`src/sv/blr_pkg.sv`:
```
// Shared types and constants of the Bresenham line rasterizer.
package blr_pkg;

  // Width of the window bound registers.
  localparam int unsigned WinBits = 13;

  // Register reset values.
  localparam logic [WinBits-1:0] WinWidthReset  = 13'd640;
  localparam logic [WinBits-1:0] WinHeightReset = 13'd480;

  // Configuration register indexes.
  typedef enum logic {
    REG_WINDOW_WIDTH  = 1'b0,
    REG_WINDOW_HEIGHT = 1'b1
  } blr_reg_e;

  // Input beat kinds.
  typedef enum logic {
    CMD_LOAD = 1'b0,
    CMD_STEP = 1'b1
  } blr_cmd_e;

endpackage

```
`src/sv/blr_in_stage.sv`:
```
// Input register of the line rasterizer: captures one beat and holds it until consumed.
module blr_in_stage import blr_pkg::*; #(
  parameter int unsigned COORD_BITS = 14
) (
  input  logic                         clk_i,
  input  logic                         rst_ni,
  input  logic                         valid_i,
  output logic                         ready_o,
  input  blr_cmd_e                     cmd_i,
  input  logic signed [COORD_BITS-1:0] start_x_i,
  input  logic signed [COORD_BITS-1:0] start_y_i,
  input  logic signed [COORD_BITS-1:0] end_x_i,
  input  logic signed [COORD_BITS-1:0] end_y_i,
  output logic                         valid_o,
  input  logic                         take_i,
  output blr_cmd_e                     cmd_o,
  output logic signed [COORD_BITS-1:0] start_x_o,
  output logic signed [COORD_BITS-1:0] start_y_o,
  output logic signed [COORD_BITS-1:0] end_x_o,
  output logic signed [COORD_BITS-1:0] end_y_o
);

  logic                         valid_q;
  blr_cmd_e                     cmd_q;
  logic signed [COORD_BITS-1:0] start_x_q, start_y_q, end_x_q, end_y_q;
  logic                         load_en;

  // The register is free when empty or when its beat leaves this cycle.
  assign ready_o = !valid_q || take_i;
  assign load_en = valid_i && ready_o;

  always_ff @(posedge clk_i or negedge rst_ni) begin
    if (!rst_ni) begin
      valid_q <= 1'b0;
    end else if (ready_o) begin
      valid_q <= valid_i;
    end
  end

  always_ff @(posedge clk_i) begin
    if (load_en) begin
      cmd_q     <= cmd_i;
      start_x_q <= start_x_i;
      start_y_q <= start_y_i;
      end_x_q   <= end_x_i;
      end_y_q   <= end_y_i;
    end
  end

  assign valid_o   = valid_q;
  assign cmd_o     = cmd_q;
  assign start_x_o = start_x_q;
  assign start_y_o = start_y_q;
  assign end_x_o   = end_x_q;
  assign end_y_o   = end_y_q;

endmodule

```
`src/sv/blr_core.sv`:
```
// Line state, per-beat setup and step logic, and the pixel output register.
module blr_core import blr_pkg::*; #(
  parameter int unsigned COORD_BITS = 14
) (
  input  logic                         clk_i,
  input  logic                         rst_ni,
  input  logic [WinBits-1:0]           win_width_i,
  input  logic [WinBits-1:0]           win_height_i,
  input  logic                         valid_i,
  output logic                         take_o,
  input  blr_cmd_e                     cmd_i,
  input  logic signed [COORD_BITS-1:0] start_x_i,
  input  logic signed [COORD_BITS-1:0] start_y_i,
  input  logic signed [COORD_BITS-1:0] end_x_i,
  input  logic signed [COORD_BITS-1:0] end_y_i,
  output logic                         out_valid_o,
  input  logic                         out_ready_i,
  output logic signed [COORD_BITS-1:0] pixel_x_o,
  output logic signed [COORD_BITS-1:0] pixel_y_o,
  output logic                         inside_window_o,
  output logic                         last_o
);

  localparam int unsigned DW = COORD_BITS + 1;  // delta and step count
  localparam int unsigned TW = COORD_BITS + 2;  // doubled delta
  localparam int unsigned EW = COORD_BITS + 3;  // error term
  localparam int unsigned CW = (COORD_BITS > WinBits) ? COORD_BITS : WinBits;

  // Line state.
  logic                         active_q;
  logic signed [COORD_BITS-1:0] cur_x_q, cur_y_q;
  logic signed [EW-1:0]         err_q;
  logic [DW-1:0]                steps_q;
  logic                         x_neg_q, y_neg_q, x_major_q;
  logic [TW-1:0]                twice_dx_q, twice_dy_q;

  // Output register.
  logic                         out_valid_q;
  logic signed [COORD_BITS-1:0] pixel_x_q, pixel_y_q;
  logic                         inside_q, last_q;

  logic                         out_free;
  logic                         do_load, do_step;

  // Setup terms.
  logic signed [DW-1:0]         dx, dy;
  logic [DW-1:0]                adx, ady;
  logic                         maj_x;
  logic [TW-1:0]                tdx, tdy;
  logic signed [EW-1:0]         err_init;

  // Step terms.
  logic signed [COORD_BITS-1:0] x_inc, y_inc;
  logic signed [EW-1:0]         t_minor, t_major, err_hold, err_move;
  logic                         err_le0, fin, in_win;
  logic [CW-1:0]                x_mag, y_mag;

  assign out_free = !out_valid_q || out_ready_i;
  // A step on an active line needs room in the output register; other beats never wait.
  assign take_o   = valid_i && (cmd_i == CMD_LOAD || !active_q || out_free);
  assign do_load  = take_o && cmd_i == CMD_LOAD;
  assign do_step  = take_o && cmd_i == CMD_STEP && active_q;

  always_comb begin
    dx       = DW'(end_x_i) - DW'(start_x_i);
    dy       = DW'(end_y_i) - DW'(start_y_i);
    adx      = dx[DW-1] ? DW'(-dx) : DW'(dx);
    ady      = dy[DW-1] ? DW'(-dy) : DW'(dy);
    maj_x    = ady <= adx;
    tdx      = {1'b0, adx[DW-2:0], 1'b0};
    tdy      = {1'b0, ady[DW-2:0], 1'b0};
    err_init = maj_x ? (EW'(tdy) - EW'(adx)) : (EW'(tdx) - EW'(ady));
  end

  always_comb begin
    x_inc    = x_neg_q ? COORD_BITS'(-1) : COORD_BITS'(1);
    y_inc    = y_neg_q ? COORD_BITS'(-1) : COORD_BITS'(1);
    t_minor  = x_major_q ? EW'(twice_dy_q) : EW'(twice_dx_q);
    t_major  = x_major_q ? EW'(twice_dx_q) : EW'(twice_dy_q);
    err_le0  = err_q[EW-1] || (err_q == '0);
    err_hold = err_q + t_minor;
    err_move = err_q + (t_minor - t_major);
    fin      = (steps_q == '0);
    x_mag    = CW'(cur_x_q[COORD_BITS-2:0]);
    y_mag    = CW'(cur_y_q[COORD_BITS-2:0]);
    in_win   = !cur_x_q[COORD_BITS-1] && (x_mag <= CW'(win_width_i)) &&
               !cur_y_q[COORD_BITS-1] && (y_mag <= CW'(win_height_i));
  end

  always_ff @(posedge clk_i or negedge rst_ni) begin
    if (!rst_ni) begin
      active_q <= 1'b0;
    end else if (do_load) begin
      active_q <= 1'b1;
    end else if (do_step && fin) begin
      active_q <= 1'b0;
    end
  end

  always_ff @(posedge clk_i) begin
    if (do_load) begin
      cur_x_q    <= start_x_i;
      cur_y_q    <= start_y_i;
      err_q      <= err_init;
      steps_q    <= maj_x ? adx : ady;
      x_neg_q    <= dx[DW-1];
      y_neg_q    <= dy[DW-1];
      x_major_q  <= maj_x;
      twice_dx_q <= tdx;
      twice_dy_q <= tdy;
    end else if (do_step) begin
      err_q   <= err_le0 ? err_hold : err_move;
      steps_q <= steps_q - DW'(1);
      if (x_major_q || !err_le0) begin
        cur_x_q <= cur_x_q + x_inc;
      end
      if (!x_major_q || !err_le0) begin
        cur_y_q <= cur_y_q + y_inc;
      end
    end
  end

  always_ff @(posedge clk_i or negedge rst_ni) begin
    if (!rst_ni) begin
      out_valid_q <= 1'b0;
    end else if (do_step) begin
      out_valid_q <= 1'b1;
    end else if (out_ready_i) begin
      out_valid_q <= 1'b0;
    end
  end

  always_ff @(posedge clk_i) begin
    if (do_step) begin
      pixel_x_q <= cur_x_q;
      pixel_y_q <= cur_y_q;
      inside_q  <= in_win;
      last_q    <= fin;
    end
  end

  assign out_valid_o     = out_valid_q;
  assign pixel_x_o       = pixel_x_q;
  assign pixel_y_o       = pixel_y_q;
  assign inside_window_o = inside_q;
  assign last_o          = last_q;

endmodule

```
`src/sv/bresenham_line_rasterizer.sv`:
```
// Top level of the Bresenham line rasterizer: ports, window registers and the two stages.
//
//   Channel  Direction  Handshake                    Payload
//   s_axis   in         s_axis_tvalid/s_axis_tready  tuser = cmd, tdata = endpoints
//   m_axis   out        m_axis_tvalid/m_axis_tready  tdata = pixel, tuser/tlast = flags
//   cfg      in         cfg_valid_i/cfg_ready_o      cfg_index_i, cfg_data_i
//
// Every beat is captured in the input register and resolved from there by the core,
// so the block takes one beat per clock while no step waits on a stalled output; a
// pixel passes the input register and then the pixel register before it reaches m_axis.
// The rate is set by the update of the error term and the current point, which each
// step feeds to the next.
// Reset clears the line state to idle and the window to 640 by 480.
// A stalled output holds the pixel register; only steps on an active line then wait,
// and the stall reaches s_axis_tready through the input register.
module bresenham_line_rasterizer import blr_pkg::*; #(
  parameter int unsigned COORD_BITS = 14
) (
  input  logic                                     clk_i,
  input  logic                                     rst_ni,
  // Input stream.
  input  logic                                     s_axis_tvalid,
  output logic                                     s_axis_tready,
  // tuser: cmd (0 = load endpoints, 1 = step one pixel).
  input  logic                                     s_axis_tuser,
  // tdata from bit 0 up: start_x, start_y, end_x, end_y, zero padding.
  input  logic [((4*COORD_BITS+7)/8)*8-1:0]        s_axis_tdata,
  // Output stream.
  output logic                                     m_axis_tvalid,
  input  logic                                     m_axis_tready,
  // tdata from bit 0 up: pixel_x, pixel_y, zero padding.
  output logic [((2*COORD_BITS+7)/8)*8-1:0]        m_axis_tdata,
  // tuser: inside_window.
  output logic                                     m_axis_tuser,
  // tlast: last pixel of the line.
  output logic                                     m_axis_tlast,
  // Configuration writes.
  input  logic                                     cfg_valid_i,
  output logic                                     cfg_ready_o,
  input  logic                                     cfg_index_i,
  input  logic [WinBits-1:0]                       cfg_data_i
);

  localparam int unsigned ODataW = ((2*COORD_BITS+7)/8)*8;

  logic [WinBits-1:0]           win_width_q, win_height_q;
  logic                         cfg_we;

  logic                         st_valid, st_take;
  blr_cmd_e                     st_cmd;
  logic signed [COORD_BITS-1:0] st_start_x, st_start_y, st_end_x, st_end_y;

  logic signed [COORD_BITS-1:0] pixel_x, pixel_y;

  // The window registers take a write in any cycle.
  assign cfg_ready_o = 1'b1;
  assign cfg_we      = cfg_valid_i && cfg_ready_o;

  always_ff @(posedge clk_i or negedge rst_ni) begin
    if (!rst_ni) begin
      win_width_q  <= WinWidthReset;
      win_height_q <= WinHeightReset;
    end else if (cfg_we) begin
      case (blr_reg_e'(cfg_index_i))
        REG_WINDOW_WIDTH:  win_width_q  <= cfg_data_i;
        REG_WINDOW_HEIGHT: win_height_q <= cfg_data_i;
        default: ;
      endcase
    end
  end

  // Input register: decouples the upstream handshake from the step logic.
  blr_in_stage #(
    .COORD_BITS(COORD_BITS)
  ) u_in_stage (
    .clk_i,
    .rst_ni,
    .valid_i   (s_axis_tvalid),
    .ready_o   (s_axis_tready),
    .cmd_i     (blr_cmd_e'(s_axis_tuser)),
    .start_x_i (s_axis_tdata[COORD_BITS-1:0]),
    .start_y_i (s_axis_tdata[2*COORD_BITS-1:COORD_BITS]),
    .end_x_i   (s_axis_tdata[3*COORD_BITS-1:2*COORD_BITS]),
    .end_y_i   (s_axis_tdata[4*COORD_BITS-1:3*COORD_BITS]),
    .valid_o   (st_valid),
    .take_i    (st_take),
    .cmd_o     (st_cmd),
    .start_x_o (st_start_x),
    .start_y_o (st_start_y),
    .end_x_o   (st_end_x),
    .end_y_o   (st_end_y)
  );

  // Line setup on a load, one pixel and one error update on a step.
  blr_core #(
    .COORD_BITS(COORD_BITS)
  ) u_core (
    .clk_i,
    .rst_ni,
    .win_width_i     (win_width_q),
    .win_height_i    (win_height_q),
    .valid_i         (st_valid),
    .take_o          (st_take),
    .cmd_i           (st_cmd),
    .start_x_i       (st_start_x),
    .start_y_i       (st_start_y),
    .end_x_i         (st_end_x),
    .end_y_i         (st_end_y),
    .out_valid_o     (m_axis_tvalid),
    .out_ready_i     (m_axis_tready),
    .pixel_x_o       (pixel_x),
    .pixel_y_o       (pixel_y),
    .inside_window_o (m_axis_tuser),
    .last_o          (m_axis_tlast)
  );

  assign m_axis_tdata = ODataW'({pixel_y, pixel_x});

endmodule
```
`config.mk`:
```
export PLATFORM = sky130hd
export DESIGN_NAME = bresenham_line_rasterizer
export DESIGN_NICKNAME = d
export VERILOG_FILES = /design/src/sv/blr_pkg.sv /design/src/sv/blr_in_stage.sv /design/src/sv/blr_core.sv /design/src/sv/bresenham_line_rasterizer.sv
export SDC_FILE = /design/constraint.sdc
export NUM_CORES = 1
export LEC_CHECK = 0
export BUFFER_PORTS_ARGS = -buffer_cell sky130_fd_sc_hd__buf_4
export CORE_ASPECT_RATIO = 1.5
export CORE_UTILIZATION = 48
export DETAILED_ROUTE_END_ITERATION = 16
export PLACE_DENSITY = 0.63
export SYNTH_ARGS = -nofsm -noshare
export SYNTH_HDL_FRONTEND = slang
export SYNTH_SLANG_ARGS = --single-unit
```
`constraint.sdc`:
```
create_clock -name clk_i -period 15.4 [get_ports clk_i]
set_clock_uncertainty 0.2 [all_clocks]
set_input_delay 0.77 -clock clk_i [delete_from_list [all_inputs] [get_ports clk_i]]
set_output_delay 0.77 -clock clk_i [all_outputs]
set_load 0.05 [all_outputs]
```
Word level (Yosys, flattened, before mapping)
Index checks and enable logic that the tools add are counted. W data, S select, Z words.

Bits in registers: 207.

$add $sub $neg: 12. $lt $le $gt $ge: 3. Reductions and logical operators: 34. Mux-type cells: 23. Bitwise gates (word level): 2.

Operators by type and width (number): $mux W14 (8); $mux W15 (7); $mux W17 (4); $add A17 B17 Y17 (2); $sub A15 B15 Y16 (2); $neg A15 Y15 (2); $sub A14 B14 Y15 (2); $add A14 B14 Y14 (2); $le A13 B13 Y1 (2); $logic_not A17 Y1 (1); $sub A17 B17 Y17 (1); $le A15 B15 Y1 (1); $logic_not A15 Y1 (1); $sub A15 B1 Y15 const B (1); $reduce_bool A2 Y1 (5); $logic_and A1 B1 Y1 (9); $reduce_and A2 Y1 (4); $logic_not A1 Y1 (7); $logic_or A1 B1 Y1 (7); $mux W1 (4); $not A1 Y1 (2).

Logic depth before layout (Yosys ltp)
Depth after elaboration: 9. Depth in mapped cells: 27. Gate-level depth less buffers: 25.

Hierarchy
Synthesis repeated with hierarchy kept, for this count alone.

Cell total of the unflattened synthesis: 1453. Area, all modules: 14835.5 µm².

Modules (own cells, without submodules): blr_core (cells an instance 1329, sequential area each 3683.5 µm², instances 1, area each 11994.0 µm²); blr_in_stage (cells an instance 61, sequential area each 1736.7 µm², instances 1, area each 1765.4 µm²); bresenham_line_rasterizer (cells an instance 63, sequential area each 658.1 µm², instances 1, area each 1076.0 µm²).

Worst setup path after synthesis
OpenSTA, ideal clock, no wires.

Kind: flip-flop to flip-flop. Start point: register u_in_stage.start_x_q[0], in the netlist u_in_stage.start_x_o[0]. End point: register u_core.err_q[14], data pin. Arrival time: 4788 ps. Path buffers: 1. Setup time: 265 ps. Stages on the path, launching flop included: 25. Setup slack: 10146 ps. Cell sequence: edfxtp_1 > ha_1 > fa_1 > nand2b_1 > a21oi_1 > a211oi_2 > o22ai_1 > clkbuf_1 > nor2_1 > xnor2_1 > inv_1 > ha_1 > a21o_1 > a21oi_1 > o21bai_1 > a21oi_1 > o21ai_0 > a21oi_1 > maj3_1 > a21oi_1 > o21a_1 > or3_1 > a31oi_1 > xor2_1 > a211oi_2.

Word-level cells in the longest chain between the ends: 6. Elaborated cells between the ends (all ways): 8.

Ends and longest elaborated chain: start, declared (line blr_in_stage.sv:25) `logic signed [COORD_BITS-1:0] start_x_q, start_y_q, end_x_q, end_y_q;`; start signal, assigned (line blr_in_stage.sv:43) `start_x_q <= start_x_i;`; $sub A14 B14 Y15 * (line blr_core.sv:65) `dx = DW'(end_x_i) - DW'(start_x_i);`; $neg A15 Y15 (line blr_core.sv:67) `adx = dx[DW-1] ? DW'(-dx) : DW'(dx);`; $mux W15 * (line blr_core.sv:67); net u_core.adx[2] (line blr_core.sv:47) `logic [DW-1:0] adx, ady;`; $sub A15 B15 Y16 or $le A15 B15 Y1 (tied branches) (line blr_core.sv:72, blr_core.sv:69); $mux W17 * (line blr_core.sv:72) `err_init = maj_x ? (EW'(tdy) - EW'(adx)) : (EW'(tdx) - EW'(ady));`; $mux W17 * (line blr_core.sv:101) `if (do_load) begin`; end signal, assigned (line blr_core.sv:104) `err_q <= err_init;`; end signal, assigned (line blr_core.sv:112) `err_q <= err_le0 ? err_hold : err_move;`; end, declared (line blr_core.sv:32) `logic signed [EW-1:0] err_q;`.

The timed path passes the listed nets; every way through them passes the cells marked *. A chain may end at the register's enable or synchronous reset.

Worst setup path in the final report
Start point: register u_in_stage.start_y_q[5], in the netlist u_in_stage.start_y_o[5]. End point: register u_core.steps_q[12], data pin.

Elaborated cells between the ends (all ways): 6.

RTL lines: start, declared (line blr_in_stage.sv:25); start signal, assigned (line blr_in_stage.sv:44) `start_y_q <= start_y_i;`; $sub A14 B14 Y15 (line blr_core.sv:66) `dy = DW'(end_y_i) - DW'(start_y_i);`; net u_core.dy[14] (line blr_core.sv:46) `logic signed [DW-1:0] dx, dy;`; $mux W15 (line blr_core.sv:68) `ady = dy[DW-1] ? DW'(-dy) : DW'(dy);`; net u_core.ady[1] (line blr_core.sv:47); $le A15 B15 Y1 (line blr_core.sv:69) `maj_x = ady <= adx;`; $mux W15 (line blr_core.sv:105) `steps_q <= maj_x ? adx : ady;`; $mux W15 (line blr_core.sv:101); end signal, assigned (line blr_core.sv:105); end signal, assigned (line blr_core.sv:113) `steps_q <= steps_q - DW'(1);`; end, declared (line blr_core.sv:33) `logic [DW-1:0] steps_q;`.

The timed path passes the listed nets, and every way through them passes these cells.

==> results.py <==
metrics = {
    "synth": {
        "synth-edff-count": 178,
        "synth_top_cell_by_area": "edfxtp_1",
        "postSynth.asyncResetShare": 0.140,
        "synth_top_area_share": 0.355,
        "synth_common_cells": "inv_1, edfxtp_1, ha_1",
        "yosysSeqAreaShare": 0.404,
        "postSynthAreaPerCell_um2": 10.1,
        "syn-cell-area_um2": 15000,
        "ys_top_cells_by_area": "edfxtp_1, ha_1, xnor2_1",
        "ys_warn_count": 0,
        "synth_flop_cell": "edfxtp_1",
        "synthMostInstantiatedCell": "inv_1",
        "netlist-cell-type-count": 80,
        "synthCells": 1489,
        "ys_seq_elements": 207,
    },
    "detailed_routing": {
        "ant_nets": 0,
        "viasPerCell": 5.51,
        "dr.pass1.iters": 4,
        "drc_errors": 0,
        "drt_iter0_markers": 593,
        "routedWlPerCell_um": 18.5,
        "vias": 11100,
        "totalWireLength_um": 37300,
    },
    "setup_path": {
        "critPathLaunch": "u_in_stage.start_y_o[5]",
        "cp-end-kind": "flop",
        "reg2reg_depth": 24,
        "path_max_fanout": 39,
        "cpPeakStageDelay_ns": 0.64,
        "crit_arrival_ns": 6.35,
        "critPathKind": "reg2reg",
        "worst_ep_required_time_ns": 15.43,
        "reg2reg_to": "u_core.steps_q[12]",
        "cp_slowest_cell": "a21oi_1",
        "crit_top_cell": "o21a_1",
        "path_cells": "inv_1, ha_1, and3_1, a22o_1, a21oi_1, a21oi_1, inv_1, mux2i_1, inv_1, ha_1, nor2b_1, o21a_1, o21a_1, o21a_1, o21a_1, o21a_1, o21a_1, o211ai_1, a22oi_1, nor2_1, o32a_2, buf_4, mux2i_1, a21oi_1",
        "rrSetupSlack_ns": 9.08,
        "worstSetupStartpointType": "flop",
        "rr_startpoint": "u_in_stage.start_y_o[5]",
    },
    "die": {
        "num_rows": 79,
        "die_y_um": 219,
        "coreArea_um2": 30900,
        "dieWidth_um": 147,
        "start_util": 0.486,
        "pin_count": 113,
        "dieArea_um2": 32100,
    },
    "clocking": {
        "clockBufferDepth": 3,
        "root_buffer": "clkbuf_16",
        "cts_tree": "done",
        "clock-sinks": 207,
        "hold_buffers": 1,
        "cts_setup_buffers": 0,
        "h-tree-depth": 1,
        "cts_buffers": 22,
        "path_clk_slew_ns": 0.06,
        "clk_latency_ns": 0.54,
        "ctsResizeCount": 0,
    },
    "timing": {
        "relSlewSlack": 0.260,
        "fmax_mhz": 158,
        "maxSlewViolCount": 0,
        "final.setup.tns_ns": 0,
        "timing.final.hold_violations": 0,
        "finalSetupViolCount": 0,
        "period_share": 0.410,
        "period_needed_ns": 6.32,
        "worst_pin_slew_ns": 1.10,
        "rsz0062_at_grt": "no",
    },
    "final_layout": {
        "fin_area_um2": 17000,
        "nNetsFinal": 1833,
        "fin_util": 0.549,
        "fillers": 2743,
        "insertedDiodeCount": 0,
        "syn2layout_area_growth_pct": 12.8,
        "drive_gt1_frac": 0.136,
        "multi_input_area_um2": 8090,
        "register_area_um2": 6080,
    },
    "worst_hold_path": {
        "worstHoldEndpoint": "u_in_stage.end_x_o[7]",
        "hp-class": "in2reg",
        "hold_depth": 1,
        "hp-start": "s_axis_tdata[35]",
    },
    "placement": {
        "place_area_um2": 16200,
        "hpwlAfterDp_um": 28600,
        "place_congestion": 0.894,
        "port_buffers": 107,
    },
    "global_routing": {
        "grt_pass1_vias": 11000,
        "grt_start_max_net_pins": 64,
        "grt_pass1_wl_um": 57900,
        "overflow": 0,
        "grt_util_all_layers": 0.232,
        "antenna_found_initial": 0,
    },
    "run_status": {
        "status": "finished clean",
    },
    "power": {
        "worst_ir_drop_vdd_mv": 0.121,
        "leakage_nw": 7.33,
        "powerDensity_nw_per_um2": 191,
    },
    "flow_run": {
        "maxCapViolations": 0,
    },
}
==> layout by cell type (no fill, tap or decap), drive strengths merged, types with 23 or more instances in the layout <==
cell type	count
a21oi	107
xor2	51
o21a	34
mux2i	31
o21ai	71
inv	182
clkbuf	30
dfrtp	23
nand2	92
nor3	31
mux2	28
ha	145
nor2	112
buf	116
edfxtp	178
xnor2	84
==> where the power goes <==
group / switching (mW) / total, mW / internal (mW)
logic: 1.07 / 1.86 / 0.794
clock network: 0.225 / 0.541 / 0.316
registers: 0.0735 / 0.833 / 0.760
==> critical path, delay by kind of cell, from the launching register on <==
kind / cells / cell delay [ns]
and+or+nand+nor: 3 / 0.54
adders and majority gates: 2 / 0.78
AOI/OAI and AO/OA: 13 / 2.49
buffers and inverters: 4 / 1.02
muxes: 2 / 0.61
DFF: 1 / 0.35
==> routing by layer <==
layer  share of wire  vias to the layer above  track usage
li1                -                     5479            -
met5               0                        -            0
met4           0.037                        0       0.0976
met2            0.52                      227        0.429
met1            0.41                     5320        0.274
met3           0.032                       57       0.0212
==> cells by family (layout without fill, tap and decap cells) <==
group,after synthesis,after routing,share of synthesized area
other,2,5,0.000499
xor gates and xnor gates,135,135,0.0803
muxes,59,59,0.0416
and+or+nand+nor,346,346,0.109
buffers and inverters,225,340,0.0607
AOI/OAI and AO/OA,345,345,0.153
DFF,207,207,0.404
adders and majority gates,170,170,0.151
==> worst max path at each step <==
stage	depth (start not counted)	endpoint	slack, ns
after CTS	24	u_core.steps_q[12]	9.16
final	24	u_core.steps_q[12]	9.08
after global placement	24	u_core.steps_q[12]	9.36
after detailed placement	24	u_core.steps_q[12]	9.19
after global routing	24	u_core.steps_q[4]	8.68
after floorplan	24	u_core.err_q[14]	10.15
==> area by class of cell <==
type	instances	share of cell area
inverter	183	0.0405
tap	405	0.0298
timing repair buffer	117	0.0519
multi-input combinational	1060	0.477
clock inverter	10	0.00656
clock buffer	30	0.0366
sequential	207	0.358
==> metrics by stage <==
stage	std cells	worst slack (ns)	hold WS, ns	power [mW]
after floorplan	1492	10.15	0.246	2.30
after global placement	1971	9.36	0.259	2.67
after detailed placement	1971	9.19	0.269	2.70
after CTS	2012	9.16	0.189	3.26
after global routing	2012	8.68	0.195	3.51
final	2012	9.08	0.210	3.24
==> registers in the layout, indices dropped and copies added (netlist names), 13 cells and up <==
signal,cells
u_in_stage.start_x_o,14
u_core.pixel_x_o,14
u_core.err_q,17
u_core.cur_y_q,14
u_core.twice_dx_q,14
win_height_q,13
u_core.cur_x_q,14
win_width_q,13
u_in_stage.end_x_o,14
u_in_stage.start_y_o,14
u_core.twice_dy_q,14
u_core.pixel_y_o,14
u_in_stage.end_y_o,14
u_core.steps_q,15
Power figures use the tool's default switching activity.
